<file path="config.mk">
export PLATFORM = sky130hd
export DESIGN_NAME = fan_speed_controller_top
export DESIGN_NICKNAME = d
export VERILOG_FILES = /design/src/rtl/core/fsc_pkg.sv /design/src/rtl/core/fan_speed_controller_top.sv
export VERILOG_INCLUDE_DIRS = /design/src /design/src/rtl/core
export SDC_FILE = /design/constraint.sdc
export NUM_CORES = 2
export LEC_CHECK = 0
export BUFFER_PORTS_ARGS = -buffer_cell sky130_fd_sc_hd__buf_2
export CELL_PAD_IN_SITES_DETAIL_PLACEMENT = 1
export CELL_PAD_IN_SITES_GLOBAL_PLACEMENT = 1
export CORE_ASPECT_RATIO = 0.9
export CORE_MARGIN = 3
export CORE_UTILIZATION = 45
export DETAILED_ROUTE_END_ITERATION = 12
export GPL_TIMING_DRIVEN = 0
export PLACE_DENSITY_LB_ADDON = 0.2
export SETUP_SLACK_MARGIN = 0.3
export SYNTH_ARGS = -nofsm -noshare
export SYNTH_HDL_FRONTEND = slang
export SYNTH_SLANG_ARGS = --single-unit
export TNS_END_PERCENT = 100
</file>
<file path="constraint.sdc">
create_clock -name i_clk -period 13.3 [get_ports i_clk]
set_input_delay 3.99 -clock i_clk [delete_from_list [all_inputs] [get_ports i_clk]]
set_output_delay 3.99 -clock i_clk [all_outputs]
set_load 0.02 [all_outputs]
</file>
<file path="src/rtl/core/fan_speed_controller_top_macros.svh">
// Assertion macros shared by the fan speed controller RTL.
`ifndef FAN_SPEED_CONTROLLER_TOP_MACROS_SVH
`define FAN_SPEED_CONTROLLER_TOP_MACROS_SVH

`ifndef SYNTHESIS

// Implication in the same cycle, disabled while reset is asserted.
`define FSC_ASSERT_IMPL(label, clk, rst_n, ante, cons) \
    label: assert property (@(posedge clk) disable iff (!rst_n) (ante) |-> (cons)) \
        else $error("fan speed controller assertion failed");

// Implication in the next cycle, disabled while reset is asserted.
`define FSC_ASSERT_NEXT(label, clk, rst_n, ante, cons) \
    label: assert property (@(posedge clk) disable iff (!rst_n) (ante) |=> (cons)) \
        else $error("fan speed controller assertion failed");

`else

`define FSC_ASSERT_IMPL(label, clk, rst_n, ante, cons)
`define FSC_ASSERT_NEXT(label, clk, rst_n, ante, cons)

`endif

`endif

</file>
<file path="src/rtl/core/fsc_pkg.sv">
// Package with the microcode types, step addresses and control store of the fan controller.
package fsc_pkg;

    // Fan mode codes.
    localparam logic [1:0] MODE_OFF    = 2'd0;
    localparam logic [1:0] MODE_SPINUP = 2'd1;
    localparam logic [1:0] MODE_ON     = 2'd2;

    // Configuration register indexes.
    localparam logic [7:0] REG_TEMP_ON     = 8'd0;
    localparam logic [7:0] REG_TEMP_FULL   = 8'd1;
    localparam logic [7:0] REG_TEMP_HYST   = 8'd2;
    localparam logic [7:0] REG_SPINUP_TIME = 8'd3;
    localparam logic [7:0] REG_SPINUP_DUTY = 8'd4;
    localparam logic [7:0] REG_MIN_DUTY    = 8'd5;
    localparam logic [7:0] REG_MAX_DUTY    = 8'd6;
    localparam logic [7:0] REG_FILTER_GAIN = 8'd7;

    typedef logic [4:0] t_step;

    // Datapath operations selected by a control word.
    typedef enum logic [3:0] {
        OP_NOP,
        OP_LOAD,
        OP_MUL_FILT,
        OP_ADD_FILT,
        OP_SET_OFF,
        OP_GO_SPIN,
        OP_SPIN_DUTY,
        OP_GO_ON,
        OP_GO_OFF,
        OP_MAX_DUTY,
        OP_CURVE_PREP,
        OP_CURVE_MUL,
        OP_DIV_INIT,
        OP_DIV_STEP,
        OP_DIV_FIN,
        OP_EMIT
    } t_op;

    // Jump conditions; the jump is taken when the condition is true.
    typedef enum logic [3:0] {
        C_NEVER,
        C_ALWAYS,
        C_NO_IN,
        C_MODE_SPIN,
        C_MODE_ON,
        C_BELOW_ON,
        C_TIME_LEFT,
        C_BELOW_OFF,
        C_EMPTY,
        C_DIV_MORE,
        C_OUT_BUSY
    } t_cond;

    typedef struct packed {
        t_op   op;
        t_cond cond;
        t_step target;
    } t_uword;

    // Step addresses of the program.
    localparam t_step S_WAIT       = 5'd0;
    localparam t_step S_MUL_FILT   = 5'd1;
    localparam t_step S_ADD_FILT   = 5'd2;
    localparam t_step S_DISP_SPIN  = 5'd3;
    localparam t_step S_DISP_ON    = 5'd4;
    localparam t_step S_OFF        = 5'd5;
    localparam t_step S_GO_SPIN    = 5'd6;
    localparam t_step S_SPIN       = 5'd7;
    localparam t_step S_GO_ON      = 5'd8;
    localparam t_step S_ON         = 5'd9;
    localparam t_step S_MAX        = 5'd10;
    localparam t_step S_CURVE_PREP = 5'd11;
    localparam t_step S_CURVE_MUL  = 5'd12;
    localparam t_step S_DIV_INIT   = 5'd13;
    localparam t_step S_DIV_STEP   = 5'd14;
    localparam t_step S_DIV_FIN    = 5'd15;
    localparam t_step S_GO_OFF     = 5'd16;
    localparam t_step S_OUT_WAIT   = 5'd17;
    localparam t_step S_EMIT       = 5'd18;

    // Control store: one control word per step.
    function automatic t_uword fsc_rom(input t_step addr);
        t_uword w;
        unique case (addr)
            S_WAIT:       w = '{OP_LOAD,       C_NO_IN,     S_WAIT};
            S_MUL_FILT:   w = '{OP_MUL_FILT,   C_NEVER,     S_WAIT};
            S_ADD_FILT:   w = '{OP_ADD_FILT,   C_NEVER,     S_WAIT};
            S_DISP_SPIN:  w = '{OP_NOP,        C_MODE_SPIN, S_SPIN};
            S_DISP_ON:    w = '{OP_NOP,        C_MODE_ON,   S_ON};
            S_OFF:        w = '{OP_SET_OFF,    C_BELOW_ON,  S_OUT_WAIT};
            S_GO_SPIN:    w = '{OP_GO_SPIN,    C_NEVER,     S_WAIT};
            S_SPIN:       w = '{OP_SPIN_DUTY,  C_TIME_LEFT, S_OUT_WAIT};
            S_GO_ON:      w = '{OP_GO_ON,      C_NEVER,     S_WAIT};
            S_ON:         w = '{OP_NOP,        C_BELOW_OFF, S_GO_OFF};
            S_MAX:        w = '{OP_MAX_DUTY,   C_EMPTY,     S_OUT_WAIT};
            S_CURVE_PREP: w = '{OP_CURVE_PREP, C_NEVER,     S_WAIT};
            S_CURVE_MUL:  w = '{OP_CURVE_MUL,  C_NEVER,     S_WAIT};
            S_DIV_INIT:   w = '{OP_DIV_INIT,   C_NEVER,     S_WAIT};
            S_DIV_STEP:   w = '{OP_DIV_STEP,   C_DIV_MORE,  S_DIV_STEP};
            S_DIV_FIN:    w = '{OP_DIV_FIN,    C_ALWAYS,    S_OUT_WAIT};
            S_GO_OFF:     w = '{OP_GO_OFF,     C_NEVER,     S_WAIT};
            S_OUT_WAIT:   w = '{OP_NOP,        C_OUT_BUSY,  S_OUT_WAIT};
            S_EMIT:       w = '{OP_EMIT,       C_ALWAYS,    S_WAIT};
            default:      w = '{OP_NOP,        C_ALWAYS,    S_WAIT};
        endcase
        return w;
    endfunction

endpackage

</file>
<file path="src/rtl/core/fan_speed_controller_top.sv">
// Fan speed controller: low-pass filter, spin-up/on/off modes and a duty curve.
//
//   Channel   Direction  Handshake                 Payload
//   s_axis    in         tvalid / tready           temperature sample, timestamp
//   m_axis    out        tvalid / tready           duty, fan mode
//   cfg       in         valid / ready (always 1)  register index, write data
//
// The longest path of a sample from accept to the result beat is the curve, whose
// restoring divider produces a 16-bit quotient.
// Reset is synchronous and active low; it restores the register defaults and clears
// the filter, the mode and the mode change time.
// A result beat held by the sink stalls the sequencer at the wait step before its emit step;
// the next sample is taken only once that result has been handed to the output register.
module fan_speed_controller_top
    import fsc_pkg::*;
(
    input  logic        i_clk,
    input  logic        i_rst_n,
    input  logic        i_s_axis_tvalid,
    output logic        o_s_axis_tready,
    input  logic [47:0] i_s_axis_tdata,  // [15:0] temp_sample, [47:16] time_ms
    output logic        o_m_axis_tvalid,
    input  logic        i_m_axis_tready,
    output logic [23:0] o_m_axis_tdata,  // [15:0] duty, [17:16] fan_mode, [23:18] zero
    input  logic        i_cfg_valid,
    output logic        o_cfg_ready,
    input  logic [7:0]  i_cfg_index,
    input  logic [15:0] i_cfg_data
);

`include "fan_speed_controller_top_macros.svh"

    // Configuration registers.
    logic signed [15:0] r_on;
    logic signed [15:0] r_full;
    logic        [14:0] r_hyst;
    logic        [15:0] r_spin_time;
    logic        [15:0] r_spin_duty;
    logic        [15:0] r_min_duty;
    logic        [15:0] r_max_duty;
    logic        [15:0] r_gain;

    // Sequencer and datapath registers.
    t_step              r_pc,       n_pc;
    logic signed [15:0] r_samp,     n_samp;
    logic        [31:0] r_now,      n_now;
    logic signed [23:0] r_filt,     n_filt;
    logic        [1:0]  r_mode,     n_mode;
    logic        [31:0] r_chg,      n_chg;
    logic        [15:0] r_duty,     n_duty;
    logic signed [41:0] r_prod,     n_prod;
    logic        [23:0] r_num,      n_num;
    logic        [23:0] r_span,     n_span;
    logic        [23:0] r_rem,      n_rem;
    logic        [15:0] r_quo,      n_quo;
    logic        [4:0]  r_cnt,      n_cnt;
    logic               r_neg,      n_neg;
    logic               r_out_vld,  n_out_vld;
    logic        [15:0] r_out_duty, n_out_duty;
    logic        [1:0]  r_out_mode, n_out_mode;

    t_uword             uw;
    logic               take_jump;

    logic signed [23:0] lo;
    logic signed [23:0] hi;
    logic signed [16:0] off_lvl;
    logic signed [24:0] off_lvl_q;
    logic               below_on;
    logic               below_off;
    logic               range_empty;
    logic        [31:0] elapsed;
    logic               time_left;
    logic signed [23:0] t_clamp;
    logic signed [24:0] num_full;
    logic signed [24:0] span_full;
    logic signed [24:0] diff;
    logic signed [24:0] mul_a;
    logic signed [16:0] mul_b;
    logic signed [41:0] mul_p;
    logic        [41:0] mag;
    logic        [25:0] trial;
    logic               trial_ge;
    logic        [16:0] q_up;
    logic signed [17:0] q_signed;
    logic signed [17:0] y_sum;
    logic        [15:0] y_clamp;

    assign uw              = fsc_rom(r_pc);
    assign o_s_axis_tready = (r_pc == S_WAIT);
    assign o_cfg_ready     = 1'b1;
    assign o_m_axis_tvalid = r_out_vld;
    assign o_m_axis_tdata  = {6'd0, r_out_mode, r_out_duty};

    // Thresholds and comparisons on the filtered temperature (Q8.16).
    always_comb begin
        lo          = {r_on, 8'd0};
        hi          = {r_full, 8'd0};
        off_lvl     = {r_on[15], r_on} - $signed({2'b00, r_hyst});
        off_lvl_q   = {off_lvl, 8'd0};
        below_on    = (r_filt < lo);
        below_off   = ($signed({r_filt[23], r_filt}) < off_lvl_q);
        range_empty = (r_full <= r_on);
        elapsed     = r_now - r_chg;
        time_left   = (elapsed < {16'd0, r_spin_time});
        if (below_on) begin
            t_clamp = lo;
        end else if (r_filt > hi) begin
            t_clamp = hi;
        end else begin
            t_clamp = r_filt;
        end
        num_full  = $signed({t_clamp[23], t_clamp}) - $signed({lo[23], lo});
        span_full = $signed({hi[23], hi}) - $signed({lo[23], lo});
    end

    // Shared multiplier: filter update or curve numerator.
    always_comb begin
        diff = $signed({r_samp[15], r_samp, 8'd0}) - $signed({r_filt[23], r_filt});
        if (uw.op == OP_CURVE_MUL) begin
            mul_a = $signed({1'b0, r_num});
            mul_b = $signed({1'b0, r_max_duty}) - $signed({1'b0, r_min_duty});
        end else begin
            mul_a = diff;
            mul_b = $signed({1'b0, r_gain});
        end
        mul_p = mul_a * mul_b;
    end

    // Restoring divider step, the floor correction of the quotient and the clamped duty sum.
    always_comb begin
        mag      = r_prod[41] ? $unsigned(-r_prod) : $unsigned(r_prod);
        trial    = {1'b0, r_rem, r_quo[15]} - {2'b00, r_span};
        trial_ge = !trial[25];
        q_up     = {1'b0, r_quo} + {16'd0, (r_neg && (r_rem != 24'd0))};
        q_signed = r_neg ? -$signed({1'b0, q_up}) : $signed({1'b0, q_up});
        y_sum    = $signed({2'b00, r_min_duty}) + q_signed;
        if (y_sum < 0) begin
            y_clamp = 16'd0;
        end else if (y_sum > $signed(18'sd65535)) begin
            y_clamp = 16'hFFFF;
        end else begin
            y_clamp = y_sum[15:0];
        end
    end

    // Jump condition select.
    always_comb begin
        case (uw.cond)
            C_NEVER:     take_jump = 1'b0;
            C_ALWAYS:    take_jump = 1'b1;
            C_NO_IN:     take_jump = !i_s_axis_tvalid;
            C_MODE_SPIN: take_jump = (r_mode == MODE_SPINUP);
            C_MODE_ON:   take_jump = (r_mode == MODE_ON);
            C_BELOW_ON:  take_jump = below_on;
            C_TIME_LEFT: take_jump = time_left;
            C_BELOW_OFF: take_jump = below_off;
            C_EMPTY:     take_jump = range_empty;
            C_DIV_MORE:  take_jump = (r_cnt != 5'd1);
            C_OUT_BUSY:  take_jump = r_out_vld && !i_m_axis_tready;
            default:     take_jump = 1'b0;
        endcase
        n_pc = take_jump ? uw.target : r_pc + 5'd1;
    end

    // Datapath operation decode.
    always_comb begin
        n_samp     = r_samp;
        n_now      = r_now;
        n_filt     = r_filt;
        n_mode     = r_mode;
        n_chg      = r_chg;
        n_duty     = r_duty;
        n_prod     = r_prod;
        n_num      = r_num;
        n_span     = r_span;
        n_rem      = r_rem;
        n_quo      = r_quo;
        n_cnt      = r_cnt;
        n_neg      = r_neg;
        n_out_duty = r_out_duty;
        n_out_mode = r_out_mode;
        n_out_vld  = r_out_vld && !i_m_axis_tready;
        unique case (uw.op)
            OP_NOP: begin
            end
            OP_LOAD: begin
                n_samp = $signed(i_s_axis_tdata[15:0]);
                n_now  = i_s_axis_tdata[47:16];
            end
            OP_MUL_FILT: begin
                n_prod = mul_p;
            end
            OP_ADD_FILT: begin
                n_filt = r_filt + $signed(r_prod[39:16]);
            end
            OP_SET_OFF: begin
                n_mode = MODE_OFF;
                n_duty = 16'd0;
            end
            OP_GO_SPIN: begin
                n_mode = MODE_SPINUP;
                n_chg  = r_now;
            end
            OP_SPIN_DUTY: begin
                n_duty = r_spin_duty;
            end
            OP_GO_ON: begin
                n_mode = MODE_ON;
                n_chg  = r_now;
            end
            OP_GO_OFF: begin
                n_mode = MODE_OFF;
                n_chg  = r_now;
                n_duty = 16'd0;
            end
            OP_MAX_DUTY: begin
                n_duty = r_max_duty;
            end
            OP_CURVE_PREP: begin
                n_num  = num_full[23:0];
                n_span = span_full[23:0];
            end
            OP_CURVE_MUL: begin
                n_prod = mul_p;
            end
            OP_DIV_INIT: begin
                n_neg = r_prod[41];
                n_rem = mag[39:16];
                n_quo = mag[15:0];
                n_cnt = 5'd16;
            end
            OP_DIV_STEP: begin
                n_rem = trial_ge ? trial[23:0] : {r_rem[22:0], r_quo[15]};
                n_quo = {r_quo[14:0], trial_ge};
                n_cnt = r_cnt - 5'd1;
            end
            OP_DIV_FIN: begin
                n_duty = y_clamp;
            end
            OP_EMIT: begin
                n_out_vld  = 1'b1;
                n_out_duty = r_duty;
                n_out_mode = r_mode;
            end
            default: begin
            end
        endcase
    end

    // Register update: sequencer state, filter, mode and configuration registers are reset, payload registers are not.
    always_ff @(posedge i_clk) begin
        r_samp     <= n_samp;
        r_now      <= n_now;
        r_duty     <= n_duty;
        r_prod     <= n_prod;
        r_num      <= n_num;
        r_span     <= n_span;
        r_rem      <= n_rem;
        r_quo      <= n_quo;
        r_cnt      <= n_cnt;
        r_neg      <= n_neg;
        r_out_duty <= n_out_duty;
        r_out_mode <= n_out_mode;
        if (!i_rst_n) begin
            r_pc        <= S_WAIT;
            r_filt      <= '0;
            r_mode      <= MODE_OFF;
            r_chg       <= '0;
            r_out_vld   <= 1'b0;
            r_on        <= 16'sd7680;
            r_full      <= 16'sd12800;
            r_hyst      <= 15'd512;
            r_spin_time <= 16'd2000;
            r_spin_duty <= 16'd65535;
            r_min_duty  <= 16'd19661;
            r_max_duty  <= 16'd65535;
            r_gain      <= 16'd205;
        end else begin
            r_pc      <= n_pc;
            r_filt    <= n_filt;
            r_mode    <= n_mode;
            r_chg     <= n_chg;
            r_out_vld <= n_out_vld;
            if (i_cfg_valid) begin
                case (i_cfg_index)
                    REG_TEMP_ON:     r_on        <= $signed(i_cfg_data);
                    REG_TEMP_FULL:   r_full      <= $signed(i_cfg_data);
                    REG_TEMP_HYST:   r_hyst      <= i_cfg_data[14:0];
                    REG_SPINUP_TIME: r_spin_time <= i_cfg_data;
                    REG_SPINUP_DUTY: r_spin_duty <= i_cfg_data;
                    REG_MIN_DUTY:    r_min_duty  <= i_cfg_data;
                    REG_MAX_DUTY:    r_max_duty  <= i_cfg_data;
                    REG_FILTER_GAIN: r_gain      <= i_cfg_data;
                    default: begin
                    end
                endcase
            end
        end
    end

    // A sample beat always starts the filter multiply in the next cycle.
    `FSC_ASSERT_NEXT(a_accept_starts, i_clk, i_rst_n, i_s_axis_tvalid && o_s_axis_tready, r_pc == S_MUL_FILT)
    // The divider never iterates with an exhausted count.
    `FSC_ASSERT_IMPL(a_div_count, i_clk, i_rst_n, r_pc == S_DIV_STEP, r_cnt != 5'd0)
    // An off result always carries zero duty.
    `FSC_ASSERT_IMPL(a_off_zero, i_clk, i_rst_n, r_out_vld && (r_out_mode == MODE_OFF), r_out_duty == 16'd0)
    // A spin-up result carries the spin-up duty.
    `FSC_ASSERT_IMPL(a_spin_duty, i_clk, i_rst_n, r_out_vld && (r_out_mode == MODE_SPINUP), r_out_duty == r_spin_duty)

endmodule
</file>
# --- After elaboration in Yosys (flattened, before gate mapping) ---
# Memories as Yosys holds them, arrays and structs flattened. A register that Yosys moved wholly into a read port is not among the register bits.
# Index checks and enable logic that the tools add are counted.
op_classes:
  eq_ne: 35
  mul: 1
  magnitude_cmp: 7
  muxes: 18
  addsub: 14
  n_reduce_logical: 22
op_table:
  columns: ["cell", "count"]
  rows:
  - ["$mux 24", 3]
  - ["$pmux 16 s4", 1]
  - ["$pmux 24 s2", 1]
  - ["$sub 24x24->24", 2]
  - ["$eq 4x4->1 const B", 11]
  - ["$mul 25x17->42", 1]
  - ["$mux 40", 1]
  - ["$neg 40->40", 1]
  - ["$sub 16x16->17", 2]
  - ["$eq 4x3->1 const B", 8]
  - ["$eq 8x3->1 const B", 4]
  - ["$lt 32x16->1", 1]
  - ["$mux 16", 2]
  - ["$pmux 16 s2", 1]
  - ["$sub 32x32->32", 1]
  - ["$sub 25x24->26", 1]
  - ["$lt 24x25->1", 1]
  - ["$mux 25", 1]
  - ["$sub 24x24->25", 1]
  - ["$add 24x24->24", 1]
  - ["$gt 24x24->1", 1]
  - ["$lt 24x24->1", 1]
  - ["$reduce_bool 24->1", 1]
  - ["$add 17x18->18", 1]
  - ["31 further kinds", 48]
totals:
  regBits: 409
  mem_count: 1
  wordCells: 123
  output_inout_bits: 27
  inputBits: 77
  romBits: 416
mem_list:
  columns: ["name", "words", "width", "read_ports", "rd_ports_with_merged_regs", "write_ports", "line", "rtl"]
  rows:
  - ["(no name shown)", 32, 13, 1, 1, 0, "fsc_pkg.sv:86", "unique case (addr)"]

# --- Longest topological paths before layout ---
logic_depth:
  ltp_word: 10
  ltp_mapped: 40
  ltp_nobuf: 39

# --- Worst setup path before layout ---
# No wires, ideal clock.
synth_path:
  path_type: "register to register"
  startpoint: "register r_min_duty[2]"
  endpoint: "register r_prod[38], data pin"
  path_slack_ns: 4.145
  synth_period_minus_slack_ns: 9.155
  t_arrival_ns: 8.896
  path_buffers: 1
  required_ns: 13.041
  setup_ns: 0.259
  path_stages_with_launch: 37
  cell_sequence: "dfxtp_1 > inv_1 > ha_1 > nor2b_1 > o21ai_0 > a21boi_0 > o21ai_0 > a21boi_0 > o21ai_0 > a21oi_1 > o41ai_1 > o21ai_0 > xnor2_1 > mux2i_1 > clkbuf_1 > nand2b_1 > fa_1 > fa_1 > inv_1 > fa_1 > fa_1 > fa_1 > inv_1 > fa_1 > inv_1 > ha_1 > o21ai_0 > nand2b_1 > a21oi_1 > nor2_1 > a21oi_1 > o21ai_0 > a311oi_1 > o311ai_0 > and3_1 > o311a_1 > a211o_1"
synth_between:
  elab_chain_len: 3
synth_rtl:
  columns: ["item", "line", "rtl"]
  rows:
  - ["start, declared", "fan_speed_controller_top.sv:39", "logic [15:0] r_min_duty;"]
  - ["start signal, assigned", "fan_speed_controller_top.sv:292", "REG_MIN_DUTY: r_min_duty <= i_cfg_data;"]
  - ["$sub 16x16->17", "fan_speed_controller_top.sv:122", "mul_b = $signed({1'b0, r_max_duty}) - $signed({1'b0, r_min_duty});"]
  - ["$mux 17", "fan_speed_controller_top.sv:120", "if (uw.op == OP_CURVE_MUL) begin"]
  - ["$mul 25x17->42", "fan_speed_controller_top.sv:127", "mul_p = mul_a * mul_b;"]
  - ["named net mul_p[38]", "fan_speed_controller_top.sv:80", "logic signed [41:0] mul_p;"]
  - ["end signal, assigned", "fan_speed_controller_top.sv:256", "r_prod <= n_prod;"]
  - ["end, declared", "fan_speed_controller_top.sv:51", "logic signed [41:0] r_prod, n_prod;"]
# The timed path passes the listed nets, and every way through them passes these cells.
# A chain may end at the register's enable or synchronous reset.

# --- Worst setup path after layout ---
layout_path:
  startpoint: "register r_max_duty[2]"
  endpoint: "register r_prod[41], data pin"
layout_between:
  elab_chain_len: 3
layout_rtl:
  columns: ["item", "line", "rtl"]
  rows:
  - ["start, declared", "fan_speed_controller_top.sv:40", "logic [15:0] r_max_duty;"]
  - ["start signal, assigned", "fan_speed_controller_top.sv:293", "REG_MAX_DUTY: r_max_duty <= i_cfg_data;"]
  - ["$sub 16x16->17", "fan_speed_controller_top.sv:122", null]
  - ["$mux 17", "fan_speed_controller_top.sv:120", null]
  - ["$mul 25x17->42", "fan_speed_controller_top.sv:127", null]
  - ["named net mul_p[41]", "fan_speed_controller_top.sv:80", null]
# The timed path passes the listed nets, and every way through them passes these cells.

==> flow_summary.yaml <==
status:
  outcome: "finished, violations left"
  failed_checks: "max-capacitance violations, max-slew violations"
floorplanning:
  initial_core_util_pct: 45.8
  die_x_um: 329
  die_h_um: 296
  fp-row-count: 105
  dieArea_um2: 97300
  coreArea_um2: 92000
  num_io_pins: 104
route:
  drc: 0
  firstDrtPassIters: 5
  totalWireLength_um: 148000
  drtIter0Drc: 2965
  vias_per_cell: 5.77
  num_vias: 36500
  routedWlPerCell_um: 23.5
  ant_nets: 0
cells_and_area:
  nets: 5889
  area_growth_pct: 8.74
  drive_above_1_share_pct: 4.88
timing:
  finalSetupViolCount: 0
  finalCritPeriodShare_pct: 92.2
  final.setup_skew_ns: 0.0145
  hold_viol_final: 0
  tightest_slew_ns: 1.50
  timing.max_slew.rel_slack_pct: -0.306
  tns_ns: 0
  report.final.slew_viol_count: 7
  fin_crit_ns: 12.26
  max_freq_mhz: 81.6
  rsz0062_at_grt: "false"
clock_tree:
  post_cts_buffers: 0
  clk_pin_slew_ns: 0.07
  cts.sinks: 412
  htreeDepth: 2
  tritoncts: "done"
  clock_latency_ns: 0.60
  cts_root_buffer: "clkbuf_16"
  cts_made_buffers: 46
  max-clock-path-buffers: 3
synth:
  ys_types: 93
  synth-edff-count: 209
  synth_largest_area_cell: "fa_1"
  synth-seq-area-share_pct: 24.5
  synthMuxAreaShare_pct: 1.27
  yosys-top-cells-area: "fa_1, edfxtp_1, ha_1, dfxtp_1, nand2_1"
  synthFlopType: "edfxtp_1"
  synth_area_per_cell_um2: 8.60
  synth-simple-area-share_pct: 17.0
  synth-adder-area-share_pct: 30.3
  ys_warn_count: 0
  yosysTopAreaCellShare_pct: 20.2
  synth_area_um2: 42100
  async_flop_share_pct: 0
  synth-xor-area-share_pct: 4.78
  synth_top_family_by_area: "adder cells"
  synth_cells: 4901
  synth-seq-cells: 412
  synth_compound_area_share_pct: 13.8
grt:
  grt_max_degree: 32
  grt.total_usage_pct: 30.5
  grt_pass1_vias: 37300
  grt_overflow: 0
  grt_pass1_wl_um: 226000
  grtUsageMet3_pct: 4.93
  grt_use_met1_pct: 44.7
  top_usage_layer: "met2"
  antenna_found_initial: 3
  gr-usage-met2_pct: 47.5
worst_setup_path:
  slowest_stage: "a311oi_2"
  cp_common_cell: "o21ai_0"
  slowest_delay_ns: 0.83
  required_ns: 13.57
  cp-end-kind: "flop"
  path_class: "reg -> reg"
  crit_path_max_fanout: 10
  cp-start-kind: "flop"
  crit_arrival_ns: 12.53
place:
  numPortBuffers: 81
  place_congestion: 0.950
  hpwl_um: 122000
hold_path:
  hold_class: "reg -> reg"
flow_run:
  maxCapViolations: 1
## cell type report
class	count	area (um^2)
diodes	2	5.00
plain buffers	193	774
clock buffers	65	1300
clock inverters	20	204
fillers	11000	46200
inverters	718	2700
multi-input cells	3583	28400
flip-flops and latches	412	10300
well taps	1230	1540
repair buffers	92	547
## cell usage after synthesis, drive strengths merged, types with 14 or more instances
| library cell | count |
|---|---|
| o21a | 43 |
| clkbuf | 172 |
| nand3 | 88 |
| or2 | 17 |
| buf | 21 |
| a211oi | 22 |
| nor3 | 62 |
| xnor2 | 145 |
| o21ai | 191 |
| a31oi | 36 |
| nor2b | 68 |
| and3 | 27 |
| a21oi | 304 |
| nand2 | 787 |
| xor2 | 85 |
| nand2b | 41 |
| nand4 | 33 |
| mux2i | 45 |
| nor4 | 24 |
| o22ai | 22 |
| and2 | 33 |
| o21bai | 22 |
| edfxtp | 209 |
| fa | 425 |
| or3 | 31 |
| dfxtp | 203 |
| o31ai | 18 |
| nor2 | 347 |
| a21boi | 21 |
| o211ai | 44 |
| ha | 341 |
| a21o | 66 |
| inv | 716 |
| or4 | 14 |
## cells by family (layout without fill, tap and decap cells)
kind of cell	after synthesis	in the layout
compound gates	917	917
xor+xnor	230	230
fa+ha+maj	766	766
buf+inv	911	1088
flops	412	412
mux	52	52
other cells	2	9
simple gates	1611	1611
## layer usage
metal  vias up  share of wire (%)
li1      16500                  -
met1     18700                 47
met2      1080                 44
met3       202                7.0
met4         0                2.2
met5         -                  0
## placed cells by master, fill, tap and decap left out, types with 36 or more instances in the layout
cell type	synthesis	routed
buf_2	5	86
ha_1	341	341
a31oi_1	36	36
nor2_1	346	344
clkbuf_1	158	170
nand3_1	88	88
dfxtp_1	203	203
xnor2_1	145	145
edfxtp_1	209	209
fa_1	425	425
a21oi_1	303	303
a21o_1	66	66
nor2b_1	68	67
o21a_1	43	43
inv_1	715	715
mux2i_1	45	44
clkbuf_16	0	47
o211ai_1	44	44
xor2_1	85	85
nand2b_1	41	41
o21ai_0	177	176
nor3_1	61	60
nand2_1	786	786
## state kept, by name, indices dropped and copies added, names as in the netlist, 24 cells and up
name    cells
r_chg      32
r_filt     24
r_now      32
r_num      24
r_prod     41
r_rem      24
## worst max-delay path, delay by kind of cell (launching register included)
| kind | cells | cell delay (ns) |
|---|---|---|
| and+or+nand+nor | 5 | 1.10 |
| muxes | 1 | 0.44 |
| AOI/OAI and AO/OA | 15 | 4.59 |
| adders and majority gates | 8 | 3.84 |
| xor gates and xnor gates | 1 | 0.79 |
| buffers and inverters | 4 | 0.66 |
| DFF | 1 | 0.46 |
## final timing paths
path                       from            end  depth (start not counted)  slack [ns]
hold / removal        r_duty[4]  r_out_duty[4]                          0        0.42
setup reg to reg  r_max_duty[2]     r_prod[41]                         34        1.04
setup / recovery  r_max_duty[2]     r_prod[41]                         34        1.04
hold reg to reg       r_duty[4]  r_out_duty[4]                          0        0.42
## stage by stage
step	utilization (%)	setup WS, ns	instances	hold slack, ns	area, um^2
2_1_floorplan	-	4.15	4906	0.400	42100
3_3_place_gp	47.9	0.872	6217	0.405	44100
3_5_place_dp	48.1	0.651	6228	0.406	44300
4_1_cts	49.8	0.602	6313	0.422	45800
5_1_grt	49.8	0.405	6313	0.422	45800
6_report	49.8	1.04	6315	0.419	45800
## what timing repair did
item,CTS,global route
endpoints found under the setup margin,0,3
endpoints found under the hold margin,0,0
gates resized for setup,0,3
hold buffers,0,0
Power is not shown: default switching activity piles up to over one toggle a cycle in this logic, so the estimate is an artifact.
